==> src/rtl/core/sorted_record_table_defines.svh <==
// ----------------------------------------------------------------------------
// Sorted record table: assertion macros
// Concurrent assertion helpers sampled on clk and disabled during reset.
// ----------------------------------------------------------------------------
`ifndef SORTED_RECORD_TABLE_DEFINES_SVH
`define SORTED_RECORD_TABLE_DEFINES_SVH

`ifndef SYNTHESIS
// The condition must hold at every clock edge outside reset.
`define SRT_ASSERT(label, cond) \
	label: assert property (@(posedge clk) disable iff (!arst_n) (cond)) \
		else $error("sorted_record_table: check failed");
// The consequent must hold in the cycle after the trigger.
`define SRT_ASSERT_NEXT(label, trig, cons) \
	label: assert property (@(posedge clk) disable iff (!arst_n) (trig) |=> (cons)) \
		else $error("sorted_record_table: check failed");
`else
`define SRT_ASSERT(label, cond)
`define SRT_ASSERT_NEXT(label, trig, cons)
`endif

`endif

==> src/rtl/core/srt_pkg.sv <==
// ----------------------------------------------------------------------------
// Sorted record table package
// Transaction payload types, operation and status codes, sequencer states.
// ----------------------------------------------------------------------------
package srt_pkg;

	// Operation codes of a request transaction.
	localparam logic KIND_INSERT = 1'b0;
	localparam logic KIND_DELETE = 1'b1;

	// Status codes of a response transaction.
	localparam logic [1:0] STATUS_INSERTED  = 2'd0;
	localparam logic [1:0] STATUS_DELETED   = 2'd1;
	localparam logic [1:0] STATUS_NOT_FOUND = 2'd2;
	localparam logic [1:0] STATUS_FULL      = 2'd3;

	localparam int KEY_W  = 16;
	localparam int TEXT_W = 64;
	localparam int OUT_W  = 6;

	typedef struct packed {
		logic              kind;
		logic [KEY_W-1:0]  order_key;
		logic [TEXT_W-1:0] id_key;
		logic [TEXT_W-1:0] name_text;
		logic              gender_flag;
		logic [TEXT_W-1:0] group_text;
	} srt_req_t;

	typedef struct packed {
		logic [1:0]       status;
		logic [OUT_W-1:0] position;
		logic [OUT_W-1:0] occupancy;
	} srt_rsp_t;

	// Sequencer states.
	typedef enum logic [2:0] {
		ST_IDLE,
		ST_READ,
		ST_EVAL,
		ST_PLACE,
		ST_REPLY
	} srt_state_t;

endpackage

==> src/rtl/core/srt_cmp.sv <==
// ----------------------------------------------------------------------------
// Shared compare unit
// Tests one stored record against the pending request: key greater for an
// insert, identifier equal for a delete.
// ----------------------------------------------------------------------------
module srt_cmp #(
	parameter int TB = 64
) (
	input  logic                     kind,
	input  logic [srt_pkg::KEY_W-1:0] key_stored,
	input  logic [srt_pkg::KEY_W-1:0] key_item,
	input  logic [TB-1:0]            id_stored,
	input  logic [TB-1:0]            id_item,
	output logic                     hit
);

	// One comparator serves both operations.
	always_comb begin
		if (kind == srt_pkg::KIND_INSERT) begin
			hit = key_stored > key_item;
		end else begin
			hit = id_stored == id_item;
		end
	end

endmodule

==> config.mk <==
export PLATFORM = sky130hd
export DESIGN_NAME = srt_cmp
export DESIGN_NICKNAME = d
export VERILOG_FILES = /design/src/rtl/core/sorted_record_table_defines.svh /design/src/rtl/core/srt_pkg.sv /design/src/rtl/core/srt_cmp.sv
export SDC_FILE = /design/constraint.sdc
export NUM_CORES = 1
export LEC_CHECK = 0
export ABC_AREA = 1
export BUFFER_PORTS_ARGS = -buffer_cell sky130_fd_sc_hd__buf_2
export CAP_MARGIN = 10
export CORE_ASPECT_RATIO = 1.2
export CORE_MARGIN = 5
export CORE_UTILIZATION = 30
export DETAILED_ROUTE_END_ITERATION = 10
export PLACE_DENSITY = 0.7
export SETUP_SLACK_MARGIN = 0.05
export SYNTH_ARGS = -nofsm -noshare
export SYNTH_HDL_FRONTEND = slang
export SYNTH_SLANG_ARGS = --single-unit
==> constraint.sdc <==
create_clock -name vclk -period 1.7
set_input_delay 0 -clock vclk [all_inputs]
set_output_delay 0 -clock vclk [all_outputs]
set_load 0.02 [all_outputs]
# Word-level counts from Yosys, hierarchy flattened
# Cells that the tools add are included.
[totals]
regBits = 0
elab_cells = 3
[op_classes]
n_eq_ne = 1
n_lt_le_gt_ge = 1
n_mux = 1
[ops]
columns = ["op", "n"]
rows = [
  ["64-bit == test", 1],
  ["16-bit > comparator", 1],
  ["1-bit two-way mux", 1],
]

# Logic depth before layout (Yosys ltp)
[depth]
depth_word = 2
depth_mapped = 11

# Worst setup path before layout
# No wires, ideal clock.
[synth_path]
kind = "in2out"
startpoint = "input port key_item[5] (netlist name)"
endpoint = "output port hit"
path_stages = 10
t_required_ps = 1700
t_arrival_ps = 902
path_buffers = 0
path_slack_ps = 798
path_cell_list = "inv_1 > ha_1 > a21oi_1 > nor2_1 > nor3_1 > nand2_1 > nand2_1 > nand2_1 > nand2_1 > nand2_1"
[synth_between]
elab_chain_cells = 2
[synth_lines]
columns = ["item", "line_no", "text"]
rows = [
  ["start, declared", "srt_cmp.sv:11", "input logic [srt_pkg::KEY_W-1:0] key_item,"],
  ["16-bit > comparator", "srt_cmp.sv:20", "hit = key_stored > key_item;"],
  ["1-bit two-way mux", "srt_cmp.sv:19", "if (kind == srt_pkg::KIND_INSERT) begin"],
  ["end, declared", "srt_cmp.sv:14", "output logic hit"],
]
# Every way passes these cells.

# Worst setup path in the final report
[layout_path]
startpoint = "input port key_stored[9] (netlist name)"
endpoint = "output port hit"
[layout_between]
elab_chain_cells = 2
[layout_lines]
columns = ["item", "line_no", "text"]
rows = [
  ["start, declared", "srt_cmp.sv:10", "input logic [srt_pkg::KEY_W-1:0] key_stored,"],
  ["16-bit > comparator", "srt_cmp.sv:20", ""],
  ["1-bit two-way mux", "srt_cmp.sv:19", ""],
]
# Every way passes these cells.

==> metrics.yaml <==
run_status:
  status: "finished clean"
synth:
  syn_nets: 527
  syn_area_per_cell_um2: 4.48
  yosysWarningCount: 0
  synthesis.area_um2: 1570
  synth_cell_types: 14
  syn-instance-count: 350
  yosysSeqAreaShare_pct: 0
setup_path:
  crit_required_ps: 1700
  arrival_ps: 1220
  crit_type: "input pin to primary output"
  cp_max_fo: 2
  end_kind: "primary output"
  cp-start-kind: "input pin"
timing:
  slew_headroom_pct: 87.5
  hold_viol: 0
  fin_ws_ps: 478
  worst_pin_slew_ps: 186
  setup_tns_ps: 0
  finalMaxSlewViolations: 0
  fin_crit_sh_pct: 71.9
  max_freq_mhz: 819
  setup_viol: 0
  rsz0062_at_grt: "no"
  period_minus_slack_ps: 1220
grt:
  grt_pass1_vias: 2251
  track_usage_pct: 15.2
  grt_max_degree: 4
  antenna_found_initial: 0
  grt.overflow.total: 0
  grt_pass1_wl_um: 8850
route:
  drt-total-wl_um: 5460
  drc: 0
  first_iter_violations: 46
  ant_nets: 0
  routedWlPerCell_um: 9.54
  vias: 2417
  drtPass1Iterations: 4
  vias_per_cell: 4.23
power:
  power_density_nw_per_um2: 201
  vdd_drop_max_v: 0.0000986
  finalPower_mw: 0.493
  power.leakage_nw: 1.79
placement:
  place_ws_ps: 501
  routabilityCongestion: 0.805
  place_inst: 572
  dp_hpwl_um: 5270
  port-buffer-count: 162
cells_and_area:
  num-fill-cells: 576
  final_common_cell: "buf_2"
  seq_cells: 0
  regArea_um2: 0
  syn2layout_area_growth_pct: 56.5
  nets: 691
  stdcell_count: 572
  layout_common_cells: "162 x buf_2, 139 x nand2_1, 96 x inv_1"
  nClkBuffers: 0
  drive_gt1_share_pct: 31.6
  antenna_cells: 0
  multiInputGateArea_um2: 1210
clocking:
  cts_hold_buf: 0
  cts_setup_buffers: 0
  cts_resized: 0
die:
  ios: 162
  num_rows: 28
  fp.coreArea_um2: 5010
  die_area_um2: 6780
  die_h_um: 89.2
  die_w_um: 76.0
  start_util_pct: 31.3
min_path:
  hold_path_class: "input pin to primary output"
flow_run:
  maxCapViolCount: 0
[critical path: stages]
cell and delay, ps:
buf_2 100, ha_1 320, nand2_1 70, inv_1 30
o21ai_0 130, a21oi_1 80, nor2_1 140, nand2_1 80
nand2_1 50, nand2_1 60, buf_2 160
[stage by stage]
step           utilization, %  hold slack (ps)  cell area (um2)
2_1_floorplan               -              200             1570
3_3_place_gp             49.0              408             2450
3_5_place_dp             49.0              410             2450
4_1_cts                  49.0              413             2450
5_1_grt                  49.0              445             2450
6_report                 49.0              402             2450
[synth_stat cells]
cell type	instances	area [um2]
o21ai_0	18	90.1
o22ai_1	4	25.0
nand4_1	1	6.26
xnor2_1	11	96.3
a31oi_1	1	6.26
ha_1	16	200
nor3_1	1	5.00
xor2_1	1	8.76
inv_1	96	360
nor2_1	50	188
nand2_1	139	522
a21oi_1	7	35.0
o21ai_1	1	5.00
nand3_1	4	20.0
[cells by family (layout without fill, tap and decap cells)]
family,count (synthesis),in the layout,share of synthesized area [%]
buffers and inverters,96,258,23.0
adder cells (fa/ha/maj),16,16,12.8
XOR/XNOR,12,12,6.70
AO/OA/AOI/OAI,31,31,10.3
AND/OR/NAND/NOR,195,195,47.2
[report_power, final]
group          total, mW  internal (mW)  switching [mW]
Sequential             0              0               0
Combinational      0.493          0.259           0.234
Clock                  0              0               0
Total              0.493          0.259           0.234
[worst paths after layout]
| check | start | to | slack [ps] | cells past startpoint |
|---|---|---|---|---|
| worst max-delay path | key_stored[9] | hit | 480 | 11 |
| worst min-delay path | kind | hit | 400 | 5 |
[area by class of cell]
cell class                      count  area share (%)
Multi-Input combinational cell    254            49.2
Timing Repair Buffer              162            33.0
Inverter                           96            14.7
Tap cell                           60            3.06
[layer usage]
| layer | global-route usage, % | vias up | routed length [um] | part of all wire (%) |
|---|---|---|---|---|
| met5 | 0 | - | 0 | 0 |
| met4 | 0.809 | 0 | 31 | 0.57 |
| met3 | 4.03 | 6 | 617 | 11 |
| met2 | 31.4 | 121 | 2760 | 51 |
| met1 | 15.9 | 952 | 2050 | 38 |
| li1 | - | 1338 | - | - |
Power figures use the tool's default switching activity.
